[config.mk]
export PLATFORM = sky130hd
export DESIGN_NAME = script_lexer
export DESIGN_NICKNAME = d
export VERILOG_FILES = /design/src/design/slx_pkg.sv /design/src/design/slx_scan.sv /design/src/design/slx_queue.sv /design/src/design/slx_emit.sv /design/src/design/script_lexer.sv
export SDC_FILE = /design/constraint.sdc
export NUM_CORES = 1
export LEC_CHECK = 0
export ABC_AREA = 1
export BUFFER_PORTS_ARGS = -buffer_cell sky130_fd_sc_hd__buf_4
export CAP_MARGIN = 25
export CELL_PAD_IN_SITES_DETAIL_PLACEMENT = 1
export CELL_PAD_IN_SITES_GLOBAL_PLACEMENT = 1
export CORE_ASPECT_RATIO = 2
export CORE_MARGIN = 2
export CORE_UTILIZATION = 40
export CTS_CLUSTER_DIAMETER = 50
export DETAILED_ROUTE_END_ITERATION = 8
export PLACE_DENSITY = 0.79
export RECOVER_POWER = 25
export SLEW_MARGIN = 20
export SYNTH_ARGS = -nofsm -noshare
export SYNTH_HDL_FRONTEND = slang
export SYNTH_SLANG_ARGS = --single-unit
[constraint.sdc]
create_clock -name clk_i -period 11.2 [get_ports clk_i]
set_input_delay 0.56 -clock clk_i [delete_from_list [all_inputs] [get_ports clk_i]]
set_output_delay 0.56 -clock clk_i [all_outputs]
set_load 0.03 [all_outputs]
[src/design/slx_pkg.sv]
// ----------------------------------------------------------------------------
// slx_pkg
// Shared types, token codes and helpers for the script lexer.
// ----------------------------------------------------------------------------
package slx_pkg;

  localparam int PosBits      = 16;
  localparam int QueueDepth   = 4;
  localparam int QueuePtrBits = $clog2(QueueDepth);
  localparam int QueueCntBits = $clog2(QueueDepth + 1);

  typedef logic [PosBits-1:0] pos_t;

  localparam logic [30:0] NumMax = 31'h7FFF_FFFF;

  // identifier hashes, h = h*10 + (c - '0') wrapping at 32 bits
  localparam logic [31:0] HashPrintPointer = 32'hAAA8_6504;
  localparam logic [31:0] HashFi           = 32'd597;
  localparam logic [31:0] HashIf           = 32'd624;
  localparam logic [31:0] HashVal          = 32'd3998;
  localparam logic [31:0] HashElif         = 32'd59624;
  localparam logic [31:0] HashElse         = 32'd59723;
  localparam logic [31:0] HashFunc1        = 32'd615711;
  localparam logic [31:0] HashFunc2        = 32'd615712;
  localparam logic [31:0] HashFunc3        = 32'd615713;

  typedef enum logic [4:0] {
    TOK_END       = 5'd0,
    TOK_NUMBER    = 5'd1,
    TOK_STRING    = 5'd2,
    TOK_UNKNOWN   = 5'd3,
    TOK_IF        = 5'd4,
    TOK_ELSE      = 5'd5,
    TOK_FI        = 5'd6,
    TOK_VAL       = 5'd7,
    TOK_LPAREN    = 5'd8,
    TOK_RPAREN    = 5'd9,
    TOK_COMMA     = 5'd10,
    TOK_SEMI      = 5'd11,
    TOK_LT        = 5'd12,
    TOK_LE        = 5'd13,
    TOK_GT        = 5'd14,
    TOK_GE        = 5'd15,
    TOK_ASSIGN    = 5'd16,
    TOK_EQUAL     = 5'd17,
    TOK_AND       = 5'd18,
    TOK_LAND      = 5'd19,
    TOK_OR        = 5'd20,
    TOK_LOR       = 5'd21,
    TOK_FUNC1     = 5'd22,
    TOK_FUNC2     = 5'd23,
    TOK_FUNC3     = 5'd24,
    TOK_PRINTPTR  = 5'd25,
    TOK_BAD_CHAR  = 5'd26,
    TOK_OPEN_STR  = 5'd27
  } tok_code_e;

  typedef struct packed {
    tok_code_e   code;
    logic [30:0] value;
    logic [15:0] start;
    logic [15:0] length;
    logic [15:0] line;
    logic        last;
  } token_t;

  // tokens produced by one text byte
  typedef struct packed {
    logic   two;
    token_t first;
    token_t second;
  } tok_pair_t;

  function automatic tok_code_e classify(input logic [31:0] h);
    tok_code_e r;
    case (h)
      HashIf, HashElif: r = TOK_IF;
      HashElse:         r = TOK_ELSE;
      HashFi:           r = TOK_FI;
      HashVal:          r = TOK_VAL;
      HashFunc1:        r = TOK_FUNC1;
      HashFunc2:        r = TOK_FUNC2;
      HashFunc3:        r = TOK_FUNC3;
      HashPrintPointer: r = TOK_PRINTPTR;
      default:          r = TOK_UNKNOWN;
    endcase
    return r;
  endfunction

  function automatic token_t make_tok(input tok_code_e code, input logic [30:0] value,
                                      input pos_t start, input pos_t len,
                                      input logic [15:0] line);
    token_t      t;
    logic [31:0] ws;
    logic [31:0] wl;
    ws       = 32'(start);
    wl       = 32'(len);
    t.code   = code;
    t.value  = value;
    t.start  = ws[15:0];
    t.length = (wl > 32'd65535) ? 16'hFFFF : wl[15:0];
    t.line   = line;
    t.last   = 1'b0;
    return t;
  endfunction

endpackage

[src/design/slx_scan.sv]
// ----------------------------------------------------------------------------
// slx_scan
// Front end: scans one text byte per cycle while accept_i is high, keeps the token state and
// produces the zero, one or two tokens that the byte completes.
// ----------------------------------------------------------------------------
module slx_scan (
  input  logic              clk_i,
  input  logic              rst_ni,
  input  logic              accept_i,
  input  logic [7:0]        byte_i,
  output logic              push_o,
  output slx_pkg::tok_pair_t pair_o
);

  typedef enum logic [3:0] {
    M_IDLE  = 4'd0,
    M_NUM   = 4'd1,
    M_IDENT = 4'd2,
    M_STR   = 4'd3,
    M_LT    = 4'd4,
    M_GT    = 4'd5,
    M_EQ    = 4'd6,
    M_AMP   = 4'd7,
    M_BAR   = 4'd8
  } mode_e;

  localparam logic [7:0] ChNul   = 8'd0;
  localparam logic [7:0] ChTab   = 8'd9;
  localparam logic [7:0] ChLf    = 8'd10;
  localparam logic [7:0] ChCr    = 8'd13;
  localparam logic [7:0] ChSpace = 8'd32;
  localparam logic [7:0] ChQuote = 8'd34;
  localparam logic [7:0] ChAmp   = 8'd38;
  localparam logic [7:0] ChLpar  = 8'd40;
  localparam logic [7:0] ChRpar  = 8'd41;
  localparam logic [7:0] ChComma = 8'd44;
  localparam logic [7:0] ChSemi  = 8'd59;
  localparam logic [7:0] ChLt    = 8'd60;
  localparam logic [7:0] ChEq    = 8'd61;
  localparam logic [7:0] ChGt    = 8'd62;
  localparam logic [7:0] ChBar   = 8'd124;

  mode_e          mode_q, mode_d;
  logic [31:0]    acc_q, acc_d;
  slx_pkg::pos_t  start_q, start_d;
  slx_pkg::pos_t  pos_q, pos_d;
  logic [15:0]    line_q, line_d;

  logic               is_dig, is_let, is_op, done;
  logic               pend_v, fresh_v;
  slx_pkg::token_t    pend_tok, fresh_tok;
  slx_pkg::pos_t      nxt, span;
  logic [35:0]        mac;
  logic [31:0]        num_next;
  logic [7:0]         op_second;
  slx_pkg::tok_code_e op_one, op_two;

  always_comb begin
    is_dig   = (byte_i >= 8'd48) && (byte_i <= 8'd57);
    is_let   = ((byte_i >= 8'd65) && (byte_i <= 8'd90)) ||
               ((byte_i >= 8'd97) && (byte_i <= 8'd122));
    nxt      = pos_q + slx_pkg::pos_t'(1);
    span     = pos_q - start_q;
    // shared multiply-by-ten; only used for digits and letters (c >= '0')
    mac      = 36'(acc_q) * 36'd10 + 36'(byte_i) - 36'd48;
    num_next = (mac > 36'(slx_pkg::NumMax)) ? {1'b0, slx_pkg::NumMax} : mac[31:0];

    mode_d  = mode_q;
    acc_d   = acc_q;
    start_d = start_q;
    pos_d   = pos_q;
    line_d  = line_q;

    pend_v    = 1'b0;
    fresh_v   = 1'b0;
    pend_tok  = slx_pkg::make_tok(slx_pkg::TOK_END, '0, start_q, '0, line_q);
    fresh_tok = slx_pkg::make_tok(slx_pkg::TOK_END, '0, pos_q, '0, line_q);
    done      = 1'b0;
    is_op     = 1'b0;
    op_second = ChEq;
    op_one    = slx_pkg::TOK_LT;
    op_two    = slx_pkg::TOK_LE;

    case (mode_q)
      M_NUM: begin
        if (is_dig) begin
          acc_d = num_next;
          pos_d = nxt;
          done  = 1'b1;
        end else begin
          pend_v   = 1'b1;
          pend_tok = slx_pkg::make_tok(slx_pkg::TOK_NUMBER, acc_q[30:0], start_q, span,
                                       line_q);
          mode_d   = M_IDLE;
        end
      end
      M_IDENT: begin
        if (is_dig || is_let) begin
          acc_d = mac[31:0];
          pos_d = nxt;
          done  = 1'b1;
        end else begin
          pend_v   = 1'b1;
          pend_tok = slx_pkg::make_tok(slx_pkg::classify(acc_q), '0, start_q, span, line_q);
          mode_d   = M_IDLE;
        end
      end
      M_STR: begin
        if (byte_i == ChQuote) begin
          pend_v   = 1'b1;
          pend_tok = slx_pkg::make_tok(slx_pkg::TOK_STRING, '0, start_q, span, line_q);
          mode_d   = M_IDLE;
          pos_d    = nxt;
          done     = 1'b1;
        end else if (byte_i != ChNul) begin
          pos_d = nxt;
          done  = 1'b1;
        end else begin
          pend_v   = 1'b1;
          pend_tok = slx_pkg::make_tok(slx_pkg::TOK_OPEN_STR, '0, start_q, span, line_q);
          mode_d   = M_IDLE;
        end
      end
      M_LT: begin
        is_op = 1'b1;
      end
      M_GT: begin
        is_op  = 1'b1;
        op_one = slx_pkg::TOK_GT;
        op_two = slx_pkg::TOK_GE;
      end
      M_EQ: begin
        is_op  = 1'b1;
        op_one = slx_pkg::TOK_ASSIGN;
        op_two = slx_pkg::TOK_EQUAL;
      end
      M_AMP: begin
        is_op     = 1'b1;
        op_second = ChAmp;
        op_one    = slx_pkg::TOK_AND;
        op_two    = slx_pkg::TOK_LAND;
      end
      M_BAR: begin
        is_op     = 1'b1;
        op_second = ChBar;
        op_one    = slx_pkg::TOK_OR;
        op_two    = slx_pkg::TOK_LOR;
      end
      default: mode_d = M_IDLE;
    endcase

    // pending operator: one byte of lookahead decides the two-char form
    if (is_op) begin
      pend_v = 1'b1;
      mode_d = M_IDLE;
      if (byte_i == op_second) begin
        pend_tok = slx_pkg::make_tok(op_two, '0, start_q, slx_pkg::pos_t'(2), line_q);
        pos_d    = nxt;
        done     = 1'b1;
      end else begin
        pend_tok = slx_pkg::make_tok(op_one, '0, start_q, slx_pkg::pos_t'(1), line_q);
      end
    end

    if (!done) begin
      if (byte_i == ChNul) begin
        fresh_v   = 1'b1;
        fresh_tok = slx_pkg::make_tok(slx_pkg::TOK_END, '0, pos_q, '0, line_q);
        mode_d    = M_IDLE;
        acc_d     = '0;
        start_d   = '0;
        pos_d     = '0;
        line_d    = 16'd1;
      end else begin
        pos_d = nxt;
        if (is_dig) begin
          mode_d  = M_NUM;
          start_d = pos_q;
          acc_d   = 32'(byte_i) - 32'd48;
        end else if (is_let) begin
          mode_d  = M_IDENT;
          start_d = pos_q;
          acc_d   = 32'(byte_i) - 32'd48;
        end else begin
          case (byte_i)
            ChQuote: begin
              mode_d  = M_STR;
              start_d = nxt;
            end
            ChLt: begin
              mode_d  = M_LT;
              start_d = pos_q;
            end
            ChGt: begin
              mode_d  = M_GT;
              start_d = pos_q;
            end
            ChEq: begin
              mode_d  = M_EQ;
              start_d = pos_q;
            end
            ChAmp: begin
              mode_d  = M_AMP;
              start_d = pos_q;
            end
            ChBar: begin
              mode_d  = M_BAR;
              start_d = pos_q;
            end
            ChLpar: begin
              fresh_v   = 1'b1;
              fresh_tok = slx_pkg::make_tok(slx_pkg::TOK_LPAREN, '0, pos_q,
                                            slx_pkg::pos_t'(1), line_q);
            end
            ChRpar: begin
              fresh_v   = 1'b1;
              fresh_tok = slx_pkg::make_tok(slx_pkg::TOK_RPAREN, '0, pos_q,
                                            slx_pkg::pos_t'(1), line_q);
            end
            ChComma: begin
              fresh_v   = 1'b1;
              fresh_tok = slx_pkg::make_tok(slx_pkg::TOK_COMMA, '0, pos_q,
                                            slx_pkg::pos_t'(1), line_q);
            end
            ChSemi: begin
              fresh_v   = 1'b1;
              fresh_tok = slx_pkg::make_tok(slx_pkg::TOK_SEMI, '0, pos_q,
                                            slx_pkg::pos_t'(1), line_q);
            end
            ChLf: begin
              if (line_q != 16'hFFFF) begin
                line_d = line_q + 16'd1;
              end
            end
            ChSpace, ChTab, ChCr: ;
            default: begin
              fresh_v   = 1'b1;
              fresh_tok = slx_pkg::make_tok(slx_pkg::TOK_BAD_CHAR, '0, pos_q,
                                            slx_pkg::pos_t'(1), line_q);
            end
          endcase
        end
      end
    end

    pair_o.two    = pend_v && fresh_v;
    pair_o.first  = pend_v ? pend_tok : fresh_tok;
    pair_o.second = fresh_tok;
    pair_o.first.last  = !(pend_v && fresh_v);
    pair_o.second.last = 1'b1;
    push_o = accept_i && (pend_v || fresh_v);
  end

  always_ff @(posedge clk_i or negedge rst_ni) begin
    if (!rst_ni) begin
      mode_q  <= M_IDLE;
      acc_q   <= '0;
      start_q <= '0;
      pos_q   <= '0;
      line_q  <= 16'd1;
    end else if (accept_i) begin
      mode_q  <= mode_d;
      acc_q   <= acc_d;
      start_q <= start_d;
      pos_q   <= pos_d;
      line_q  <= line_d;
    end
  end

endmodule

[src/design/slx_queue.sv]
// ----------------------------------------------------------------------------
// slx_queue
// Short FIFO of token pairs between the scanner and the output stage.
// ----------------------------------------------------------------------------
module slx_queue (
  input  logic               clk_i,
  input  logic               rst_ni,
  input  logic               push_i,
  input  slx_pkg::tok_pair_t data_i,
  input  logic               pop_i,
  output slx_pkg::tok_pair_t data_o,
  output logic               empty_o,
  output logic               full_o
);

  slx_pkg::tok_pair_t                      entry_q [slx_pkg::QueueDepth];
  logic [slx_pkg::QueuePtrBits-1:0]        wr_q, rd_q;
  logic [slx_pkg::QueueCntBits-1:0]        cnt_q;

  assign empty_o = (cnt_q == '0);
  assign full_o  = (cnt_q == slx_pkg::QueueCntBits'(slx_pkg::QueueDepth));
  assign data_o  = entry_q[rd_q];

  always_ff @(posedge clk_i) begin
    if (push_i) begin
      entry_q[wr_q] <= data_i;
    end
  end

  always_ff @(posedge clk_i or negedge rst_ni) begin
    if (!rst_ni) begin
      wr_q  <= '0;
      rd_q  <= '0;
      cnt_q <= '0;
    end else begin
      if (push_i) begin
        wr_q <= wr_q + 1'b1;
      end
      if (pop_i) begin
        rd_q <= rd_q + 1'b1;
      end
      if (push_i && !pop_i) begin
        cnt_q <= cnt_q + 1'b1;
      end else if (pop_i && !push_i) begin
        cnt_q <= cnt_q - 1'b1;
      end
    end
  end

endmodule

[src/design/slx_emit.sv]
// ----------------------------------------------------------------------------
// slx_emit
// Back end: splits queued token pairs and drives the output register.
// ----------------------------------------------------------------------------
module slx_emit (
  input  logic               clk_i,
  input  logic               rst_ni,
  input  slx_pkg::tok_pair_t head_i,
  input  logic               empty_i,
  output logic               pop_o,
  input  logic               stall_i,
  output logic               valid_o,
  output slx_pkg::token_t    token_o
);

  logic            valid_q;
  logic            sub_q;
  slx_pkg::token_t token_q;
  logic            load, take;

  assign load    = !valid_q || !stall_i;
  assign take    = load && !empty_i;
  assign pop_o   = take && (sub_q || !head_i.two);
  assign valid_o = valid_q;
  assign token_o = token_q;

  always_ff @(posedge clk_i or negedge rst_ni) begin
    if (!rst_ni) begin
      valid_q <= 1'b0;
      sub_q   <= 1'b0;
    end else if (load) begin
      valid_q <= take;
      if (take) begin
        sub_q <= !sub_q && head_i.two;
      end
    end
  end

  always_ff @(posedge clk_i) begin
    if (take) begin
      token_q <= sub_q ? head_i.second : head_i.first;
    end
  end

endmodule

[src/design/script_lexer.sv]
// ----------------------------------------------------------------------------
// script_lexer
// Streaming tokenizer: scanner front end, token-pair queue, output stage.
// ----------------------------------------------------------------------------
// Throughput: one text byte per cycle while the queue is not full; a byte
//   that finishes two tokens sends them out in turn, absorbed by the 4-entry pair queue.
// Path: a token is registered into the pair queue when the byte that
//   completes it is accepted, then into the output register.
// Reset: asynchronous; scanner state to idle, line 1, queue and output
//   emptied. No clearing pass.
module script_lexer (
  input  logic        clk_i,
  input  logic        rst_ni,
  input  logic        text_valid_i,
  output logic        text_stall_o,
  input  logic [7:0]  text_byte_i,
  output logic        token_valid_o,
  input  logic        token_stall_i,
  output logic [4:0]  token_code_o,
  output logic [30:0] number_value_o,
  output logic [15:0] token_start_o,
  output logic [15:0] token_length_o,
  output logic [15:0] line_number_o,
  output logic        last_of_run_o
);

  logic               accept, push, pop, q_empty, q_full;
  slx_pkg::tok_pair_t pair, head;
  slx_pkg::token_t    tok;

  assign text_stall_o = q_full;
  assign accept       = text_valid_i && !q_full;

  slx_scan u_scan (
    .clk_i    (clk_i),
    .rst_ni   (rst_ni),
    .accept_i (accept),
    .byte_i   (text_byte_i),
    .push_o   (push),
    .pair_o   (pair)
  );

  slx_queue u_queue (
    .clk_i   (clk_i),
    .rst_ni  (rst_ni),
    .push_i  (push),
    .data_i  (pair),
    .pop_i   (pop),
    .data_o  (head),
    .empty_o (q_empty),
    .full_o  (q_full)
  );

  slx_emit u_emit (
    .clk_i   (clk_i),
    .rst_ni  (rst_ni),
    .head_i  (head),
    .empty_i (q_empty),
    .pop_o   (pop),
    .stall_i (token_stall_i),
    .valid_o (token_valid_o),
    .token_o (tok)
  );

  assign token_code_o   = tok.code;
  assign number_value_o = tok.value;
  assign token_start_o  = tok.start;
  assign token_length_o = tok.length;
  assign line_number_o  = tok.line;
  assign last_of_run_o  = tok.last;

  // end of text is always the final token of its byte
  assert property (@(posedge clk_i) disable iff (!rst_ni)
    token_valid_o && (token_code_o == slx_pkg::TOK_END) |-> last_of_run_o)
    else $error("end token not marked last");

  assert property (@(posedge clk_i) disable iff (!rst_ni)
    token_valid_o && (token_code_o == slx_pkg::TOK_NUMBER) |-> (token_length_o != 16'd0))
    else $error("number token with zero length");

  assert property (@(posedge clk_i) disable iff (!rst_ni)
    token_valid_o && (token_code_o != slx_pkg::TOK_NUMBER) |-> (number_value_o == 31'd0))
    else $error("value on non-number token");

  // queue never overruns: a push only happens on an accepted byte
  assert property (@(posedge clk_i) disable iff (!rst_ni)
    push |-> !q_full)
    else $error("push into full token queue");

endmodule
Word level (Yosys, flattened, before mapping) --
Memories as Yosys holds them, arrays and structs flattened. Index checks and enable logic that the tools add are counted.
Word-level totals: register bits after elaboration 178, bits in writable memories 680, memories 1
Cells by class: add/subtract/negate cells 10, multipliers 1, magnitude comparators 7, equal/unequal tests 36, muxes and demuxes 78, bitwise gates (word level) 1, reduce and logical (&&, ||, !) cells 39
Memory list:
- u_queue.entry_q | words 4, bits a word 170, read ports 1, clocked after memory_dff 0, wr ports 1, RTL line slx_queue.sv:16 | slx_pkg::tok_pair_t entry_q [slx_pkg::QueueDepth];
Operators by type and width (count):
- $mux 85 | 11
- $pmux 85 s5 | 1
- $mux 16 | 16
- $pmux 85 s3 | 1
- $mux 32 | 7
- $eq 32x20->1 const B | 3
- $mux 81 | 1
- $eq 8x6->1 const B | 10
- $eq 32x10->1 const B | 2
- $eq 32x16->1 const B | 2
- $pmux 32 s2 | 1
- $pmux 16 s3 | 1
- $pmux 5 s4 | 2
- $pmux 5 s8 | 1
- $add 36x8->36 | 1
- $gt 36x31->1 const B | 1
- $mux 4 | 9
- $sub 36x6->36 const B | 1
- $mul 32x3->35 const B | 1
- $add 16x1->16 const B | 2
- $eq 32x12->1 const B | 1
- $eq 32x32->1 const B | 1
- $pmux 16 s2 | 1
- $eq 8x4->1 const B | 3
- 39 further kinds | 92

Logic depth before layout (Yosys ltp) --
Gate-level depths: netlist (run 1).
word-level depth 15, depth in mapped cells 35, gate-level depth less buffers 34

By module --
From an unflattened synthesis (run 1), not the netlist that was laid out.
Unflattened totals: cell total of the unflattened synthesis 4445, area, all modules 43738.2 sq um
By module, submodules not included:
- slx_queue | instances 1, cells each 2042, area an instance 27387.5 sq um, sequential area each 20714.9 sq um
- slx_scan | instances 1, cells each 2028, area an instance 12594.6 sq um, sequential area each 2103.3 sq um
- slx_emit | instances 1, cells each 373, area an instance 3746.1 sq um, sequential area each 2602.5 sq um
- script_lexer | instances 1, cells each 2, area an instance 10.0 sq um, sequential area each 0.0 sq um

Least setup slack after synthesis (run 1) --
No wires, ideal clock.
path type input-to-reg, start input text_byte_i[4], end memory u_queue.entry_q[0][100] in the netlist's numbering, enable pin, library setup time 0.572 ns, arrival 6.954 ns, data required time 10.628 ns, slack 3.675 ns, cell stages on the path 17, buffers on the path 1, path through inv_1 -> ha_1 -> inv_1 -> nor2_1 -> inv_1 -> nor4_1 -> inv_1 -> nor2_2 -> inv_1 -> a21oi_1 -> nor2_1 -> inv_2 -> nor2_1 -> buf_2 -> a21oi_2 -> inv_1 -> nor2_1
On the way: cells in the longest elaborated chain, start to end 13
Ends and longest elaborated chain:
- from (decl) | RTL line script_lexer.sv:16 | input logic [7:0] text_byte_i,
- $ge 8x7->1, or another cell as far along | RTL line slx_scan.sv:60 | is_let = ((byte_i >= 8'd65) && (byte_i <= 8'd90)) ||
- $logic_and 1x1->1, on equally long branches | RTL line slx_scan.sv:60, slx_scan.sv:61
- $logic_or 1x1->1 | RTL line slx_scan.sv:60
- $logic_or 1x1->1 | RTL line slx_scan.sv:98 | if (is_dig || is_let) begin
- $mux 1 | RTL line slx_scan.sv:98
- $pmux 1 s3 | RTL line slx_scan.sv:84 | case (mode_q)
- $mux 1 | RTL line slx_scan.sv:156 | if (byte_i == op_second) begin
- $mux 1 | RTL line slx_scan.sv:153 | if (is_op) begin
- $mux 1 | RTL line slx_scan.sv:165 | if (!done) begin
- $logic_or 1x1->1 (*) | RTL line slx_scan.sv:251 | push_o = accept_i && (pend_v || fresh_v);
- $logic_and 1x1->1 (*) | RTL line slx_scan.sv:251
- named net push | RTL line script_lexer.sv:27 | logic accept, push, pop, q_empty, q_full;
- $mux 1 (*) | RTL line slx_queue.sv:25 | if (push_i) begin
- $mux 1 (implied by the code) (*) | RTL line slx_queue.sv:26 | entry_q[wr_q] <= data_i;
- to (decl) | RTL line slx_queue.sv:16
Mark *: on every way through the listed nets, which the timed path passes. The rest lies on a longest branch.

Worst setup path in the final report (run 1) --
start input text_byte_i[3], end memory u_queue.entry_q[3][116] in the netlist's numbering, enable pin
Same word-level chain as after synthesis.

==> qor.yml, run 1 <==
firstDrtPassIters: 5
syn_inst: 3258
synth_cell_types: 67
hold_class: "input port to flop"
cts_root_buffer: "clkbuf_16"
synthesis.nets: 3400
tightest_slew_ns: 3.00
portBuffers: 98
syn_to_final_growth_pct: 10.8
ys_seq_area_share_pct: 56.9
rrSetupSlack_ns: 4.99
die_w_um: 201
cts_tree: "done"
gp_congestion: 0.904
insertion_delay_ns: 0.62
numCtsBuffers: 50
startpoint: "text_byte_i[3]"
arrival_ns: 6.69
synth_area_sq_um: 31000
grt_pass1_vias: 26500
die_h_um: 398
fin_skew_ns: 0.0441
critPathRequiredTime_ns: 11.42
cts.sinks: 602
overflow: 0
multi_input_area_sq_um: 11600
finalCritPeriodShare_pct: 57.8
postSynth.asyncResetShare_pct: 15.4
hold_depth: 3
violations: "capacitance limit, slew limit"
period_needed_ns: 6.47
instances_no_fill: 4380
r2r-end: "u_queue.entry_q[3][116]$_DFFE_PP_"
crit_end: "u_queue.entry_q[3][116]$_DFFE_PP_"
start_util_pct: 40.3
hold_viol_final: 0
max-slew-margin-rel_pct: -99.9
clk_pin_slew_worst_paths_ns: 0.07
core.rowCount: 144
fill_cells: 8830
synth_top_area_share_pct: 49.3
endpoint_kind: "flop"
final-seq-area_sq_um: 17600
synth.avg_cell_area_sq_um: 9.51
post_synth_main_area_contributors: "edfxtp_1 (49%), dfrtp_1 (7.4%), nor2_1 (6.5%)"
dp_cells: 4282
maxSlewViolCount: 166
antenna_found_initial: 1
final_util_pct: 44.6
maxCapViolations: 4
worst_setup_path_start_kind: "input port"
synth_most_common_cell: "nor2_1"
post_cts_buffers: 0
vias: 24600
first_iter_violations: 1264
final_nets: 3457
synthTopCellsByCount: "nor2_1 (538), edfxtp_1 (509), nand2_1 (476)"
grt_setup_unrepaired: "false"
h-tree-depth: 2
grt.total_usage_pct: 24.9
reg2reg_depth: 16
synth_edf_count: 509
totalWireLength_mm: 99.8
fin_setup_tns_ns: 0
synth_seq_cells: 602
clock.fmax_mhz: 154
setup_violations: 0
routedWlPerCell_um: 22.8
place_hpwl_mm: 71.8
synth_flop_cell: "edfxtp_1"
die_area_sq_um: 79800
grt_pass1_wl_mm: 153
cp_max_fo: 42
drc: 0
grt_max_degree: 154
core_area_sq_um: 76900
clockBufferDepth: 3
drtAntennaViolNets: 0
post-synth-top-area-cell: "edfxtp_1"
criticalPathCategory: "input port to flop"
yosysWarnings: 0
r2r_start: "u_scan.mode_q[2]$_DFFE_PN0P_"
pin_count: 99
drive_gt1_share_pct: 7.15
status: "finished, violations left"
via_per_inst: 5.61
==> through the flow <==
step / worst slack (ns) / instance area, sq um / hold slack [ns]
detailed placement: 5.02 / 32800 / 0.539
floorplan: 3.67 / 31000 / 0.264
finish: 4.73 / 34300 / 0.247
global route: 4.42 / 34300 / 0.247
global placement: 5.10 / 32700 / 0.536
CTS: 5.18 / 34600 / 0.224
==> flip-flops by register name (all words and copies together), names as in the netlist <==
signal,count
u_scan.acc_q,32
u_queue.wr_q,2
u_scan.start_q,16
u_scan.mode_q,4
u_emit.valid_o,1
u_queue.cnt_q,3
u_emit.token_o,85
u_scan.line_q,16
u_queue.entry_q,424
u_emit.sub_q,1
u_scan.pos_q,16
u_queue.rd_q,2
==> critical path, stage by stage <==
cell	delay [ns]
buf_4	0.18
inv_1	0.11
a21oi_2	0.17
inv_2	0.05
o21ai_0	0.72
nand2_1	0.13
clkbuf_1	0.67
nand2_4	0.44
inv_4	0.19
nand2_4	0.12
o21ai_4	0.21
a21oi_1	0.23
inv_1	0.09
a21oi_2	0.42
inv_1	0.30
nor2_4	0.69
buf_4	0.67
buf_4	0.65
==> area by class of cell <==
class / instances / share of cell area [%]
Antenna cell: 1 / 0.00729
Clock buffer: 57 / 3.81
Clock inverter: 37 / 1.56
Inverter: 340 / 3.76
Multi-Input combinational cell: 2193 / 33.8
Sequential cell: 602 / 51.3
Tap cell: 1022 / 3.72
Timing Repair Buffer: 128 / 2.00
==> metal layers <==
layer	share of wire, %	track usage, %	up-vias	wire, um
li1	-	-	11300	-
met1	33	23.3	12200	32900
met2	54	48.1	667	54200
met3	3.4	2.62	370	3400
met4	9.3	20.6	0	9310
met5	0	0	-	0
==> timing repair <==
| item | 4_1_cts | 5_1_grt |
|---|---|---|
| hold endpoints to repair | 15 | 0 |
| gates resized for setup | 0 | 0 |
| setup endpoints to repair | 0 | 0 |
| hold buffers | 1 | 0 |
==> logic make-up (layout without fill, tap and decap cells) <==
logic type | Yosys count | after routing | synth area share (%)
simple gates | 1310 | 1310 | 18.0
compound gates | 709 | 709 | 12.7
flops | 602 | 602 | 56.9
buf+inv | 463 | 562 | 5.78
fa+ha+maj | 130 | 130 | 5.35
xor+xnor | 43 | 43 | 1.22
mux | 1 | 1 | 0.0363
other cells | 0 | 1 | 0
==> worst min-delay path by stage <==
stage	from	end
finish	token_stall_i	u_emit.valid_o$_DFFE_PN0P_
global route	token_stall_i	u_emit.valid_o$_DFFE_PN0P_
CTS	token_stall_i	u_emit.valid_o$_DFFE_PN0P_
detailed placement	u_scan.line_q[4]$_DFFE_PN0P_	u_queue.entry_q[0][89]$_DFFE_PP_
global placement	u_scan.line_q[4]$_DFFE_PN0P_	u_queue.entry_q[1][89]$_DFFE_PP_
floorplan	rst_ni	u_emit.sub_q$_DFFE_PN0P_
==> cells in the final DEF, fill, tap and decap left out, drive strengths merged, types with 32 or more instances in the layout <==
master    n
o21ai   320
clkbuf  147
dfrtp    92
ha      126
inv     341
edfxtp  509
nor2    554
o22ai    54
nand2   511
nand4    32
a21oi   225
buf      37
nand3   122
nor3     45
Power of run 1 is not shown: default switching activity piles up to over one toggle a cycle in this logic, so the estimate is an artifact.
==> run 2: changes to the inputs <==
--- a/config.mk
+++ b/config.mk
@@ -5,7 +5,7 @@
 export SDC_FILE = /design/constraint.sdc
 export NUM_CORES = 1
 export LEC_CHECK = 0
-export ABC_AREA = 1
+export ABC_AREA = 0
 export BUFFER_PORTS_ARGS = -buffer_cell sky130_fd_sc_hd__buf_4
 export CAP_MARGIN = 25
 export CELL_PAD_IN_SITES_DETAIL_PLACEMENT = 1
==> constraint.sdc (replaced) <==
create_clock -name clk_i -period 5.8 [get_ports clk_i]
set_input_delay 0.29 -clock clk_i [delete_from_list [all_inputs] [get_ports clk_i]]
set_output_delay 0.29 -clock clk_i [all_outputs]
set_load 0.03 [all_outputs]
==> qor.yml, run 2 <==
post_synth_main_area_contributors: "edfxtp_1 (52%), mux4_2 (8.1%), dfrtp_1 (7.8%)"  # was edfxtp_1 (49%), dfrtp_1 (7.4%), nor2_1 (6.5%)
synth_flop_cell: "edfxtp_1"  # unchanged
ys_seq_area_share_pct: 59.4  # was 56.9%
overflow: 0  # unchanged
synth_cell_types: 93  # was 67
routedWlPerCell_um: 25.3  # was 22.8 um
r2r_start: "u_scan.acc_q[3]$_DFFE_PN0P_"  # was u_scan.mode_q[2]$_DFFE_PN0P_
synth-xor-area-share_pct: 2.86  # was 1.22%
synth_simple_gate_area_share_pct: 11.0  # was 18.0%
max-slew-margin-rel_pct: -66.0  # was -99.9%
hold_class: "input port to flop"  # unchanged
synth_edf_count: 509  # unchanged
drtAntennaViolNets: 0  # unchanged
synth_compound_area_share_pct: 9.77  # was 12.7%
core.rowCount: 141  # was 144
via_per_inst: 5.81  # was 5.61
cts_root_buffer: "clkbuf_16"  # unchanged
die_w_um: 196  # was 201 um
synth_seq_cells: 602  # unchanged
setup_violations: 30  # was 0
hold_viol_final: 0  # unchanged
grt.total_usage_pct: 23.0  # was 24.9%
maxCapViolations: 3  # was 4
synth.avg_cell_area_sq_um: 13.1  # was 9.51 sq um
first_iter_violations: 1252  # was 1264
cp_max_fo: 6  # was 42
final_nets: 2653  # was 3457
rrSetupSlack_ns: -0.11  # was 4.99 ns
r2r-end: "u_scan.acc_q[29]$_DFFE_PN0P_"  # was u_queue.entry_q[3][116]$_DFFE_PP_
hp-start: "text_byte_i[2]"  # was token_stall_i
grt_pass1_vias: 22700  # was 26500
final_cell_mix: "edfxtp_1 (509), nand2_1 (209), buf_4 (195)"  # was nor2_1 (532), edfxtp_1 (509), nand2_1 (476)
layout_setup_ws_ns: -0.112  # was 4.73 ns
violations: "capacitance limit, slew limit, setup timing"  # was capacitance limit, slew limit
critPathRequiredTime_ns: 6.29  # was 11.42 ns
antenna_found_initial: 2  # was 1
largest_reg_flops: 424  # unchanged
core_area_sq_um: 73600  # was 76900 sq um
pin_count: 99  # unchanged
start_util_pct: 40.3  # about the same
fin_skew_ns: 0.0230  # was 0.0441 ns
drc: 0  # unchanged
syn_to_final_growth_pct: 16.9  # was 10.8%
portBuffers: 98  # unchanged
die_area_sq_um: 76400  # was 79800 sq um
synth_top_family_by_area: "simple AND/OR/NAND/NOR gates"  # unchanged
firstDrtPassIters: 5  # unchanged
cts_tree: "done"  # unchanged
numCtsBuffers: 47  # was 50
synth.area.mux_share_pct: 8.39  # was 0.0364%
yosysWarnings: 0  # unchanged
grt_pass1_wl_mm: 133  # was 153 mm
arrival_ns: 6.40  # was 6.69 ns
hold_ws_ns: 0.144  # was 0.247 ns
synthAdderAreaFrac_pct: 5.66  # was 5.35%
synth_area_sq_um: 29600  # was 31000 sq um
status: "finished, violations left"  # unchanged
reg2reg_depth: 27  # was 16
maxSlewViolCount: 123  # was 166
period_needed_ns: 5.91
synth_most_common_cell: "edfxtp_1"  # was nor2_1
final_common_cell: "edfxtp_1"  # was nor2_1
postSynth.asyncResetShare_pct: 15.4  # unchanged
post-synth-top-area-cell: "edfxtp_1"  # unchanged
drive_gt1_share_pct: 19.8  # was 7.15%
vias: 20200  # was 24600
grt_setup_unrepaired: "true"  # was false
place_hpwl_mm: 64.1  # was 71.8 mm
synthesis.nets: 2406  # was 3400
grt_max_degree: 88  # was 154
worst_setup_path_start_kind: "flop"  # was input port
clockBufferDepth: 3  # unchanged
clk_pin_slew_worst_paths_ns: 0.07  # about the same
endpoint_kind: "flop"  # unchanged
syn_inst: 2264  # was 3258
synth_top_area_share_pct: 51.6  # was 49.3%
criticalPathCategory: "flop to flop"  # was input port to flop
synthTopCellsByCount: "edfxtp_1 (509), nand2_1 (209), ha_1 (126)"  # was nor2_1 (538), edfxtp_1 (509), nand2_1 (476)
finalCritPeriodShare_pct: 102
fill_cells: 7489  # was 8830
die_h_um: 389  # was 398 um
totalWireLength_mm: 87.8  # was 99.8 mm
clock.fmax_mhz: 169
hold_depth: 3  # unchanged
tightest_slew_ns: 2.49  # was 3.00 ns
gp_congestion: 0.951  # was 0.904
holdPathEnd: "u_scan.mode_q[2]$_DFFE_PN0P_"  # was u_emit.valid_o$_DFFE_PN0P_
top_register: "u_queue.entry_q"  # unchanged
insertion_delay_ns: 0.60  # was 0.62 ns
cts.sinks: 602  # unchanged
h-tree-depth: 2  # unchanged
## run 2: changes by cell type after synthesis, sizes merged, moves of 21 or more
cell,delta
clkbuf,-25
inv,-232
nor2,-440
and3,+23
o31ai,+32
a21o,+21
mux4,+106
nand3,-44
xnor2,+53
nand2,-302
o22ai,-45
a21oi,-107
o21ai,-203
and2,+91
## run 2: timing repair
action | in CTS | in global routing
gates resized for setup | 42 | 60
gates cloned | 2 | 3
hold endpoints to repair | 43 | 0
buffers inserted | 5 | 12
pin swaps | 18 | 46
setup endpoints to repair | 32 | 32
hold buffers | 2 | 0
## run 2: metal layers
metal	up-vias	wire, um	GRT usage [%]
met4	2	8500	19.2
met3	331	2710	2.31
met5	-	11	0
met1	10300	28200	21.4
met2	557	48400	44.1
li1	9044	-	-
## run 2: layout make-up
type,count,area (sq um),area share (%)
flip-flops and latches,602,17600,50.9
multi-input cells,1448,11800,34.0
repair buffers,306,2180,6.30
clock buffers,61,1240,3.58
well taps,929,1160,3.36
inverters,106,398,1.15
clock inverters,23,249,0.719
diodes,1,2.50,0.00723
## run 2: worst max path at each step
| stage | from | endpoint | slack [ns] | cells past startpoint |
|---|---|---|---|---|
| CTS | u_scan.acc_q[1]$_DFFE_PN0P_ | u_scan.acc_q[4]$_DFFE_PN0P_ | 0.002 | 28 |
| floorplan | u_scan.acc_q[1]$_DFFE_PN0P_ | u_scan.acc_q[19]$_DFFE_PN0P_ | 0.008 | 25 |
| finish | u_scan.acc_q[3]$_DFFE_PN0P_ | u_scan.acc_q[29]$_DFFE_PN0P_ | -0.11 | 27 |
| global route | u_scan.acc_q[3]$_DFFE_PN0P_ | u_scan.acc_q[29]$_DFFE_PN0P_ | -0.26 | 27 |
| global placement | u_scan.acc_q[3]$_DFFE_PN0P_ | u_scan.acc_q[17]$_DFFE_PN0P_ | -0.49 | 26 |
| detailed placement | u_scan.acc_q[3]$_DFFE_PN0P_ | u_scan.acc_q[17]$_DFFE_PN0P_ | -0.65 | 26 |
## run 2: cell families (layout without fill, tap and decap cells)
logic type,count (synthesis),count (layout)
and+or+nand+nor,662,662
muxes,115,115
xor gates and xnor gates,96,96
AOI/OAI and AO/OA,443,443
adders and majority gates,132,132
buffers and inverters,214,496
DFF,602,602
other,0,1
## run 2: through the flow
stage | std cells | util [%] | TNS [ns] | cell area, sq um | setup slack, ns
CTS | 3461 | 46.9 | 0 | 34500 | 0.00247
floorplan | 2264 | - | 0 | 29700 | 0.00764
global route | 3475 | 47.1 | -5.92 | 34600 | -0.262
global placement | 3368 | 44.4 | -12.15 | 32700 | -0.492
detailed placement | 3368 | 44.4 | -17.34 | 32700 | -0.648
finish | 3476 | 47.1 | -1.49 | 34600 | -0.112
## run 2: worst max-delay path, stage by stage, from the launching register on
cell,delay [ns]
dfrtp_1,0.43
buf_6,0.15
ha_4,0.23
ha_4,0.27
o211ai_1,0.15
o21ai_2,0.20
nand3_1,0.09
and2_4,0.17
o21bai_1,0.21
a21oi_1,0.14
xnor2_1,0.26
inv_1,0.12
ha_4,0.31
buf_6,0.10
a21o_1,0.12
a2111oi_1,0.09
o31a_1,0.16
o21a_1,0.19
maj3_2,0.32
o311a_4,0.33
nor4_4,0.31
mux2_4,0.34
a31oi_1,0.15
a41o_2,0.27
buf_6,0.16
buf_16,0.13
nand4_1,0.11
a32o_2,0.28
Power of run 2 is left out for the same reason.
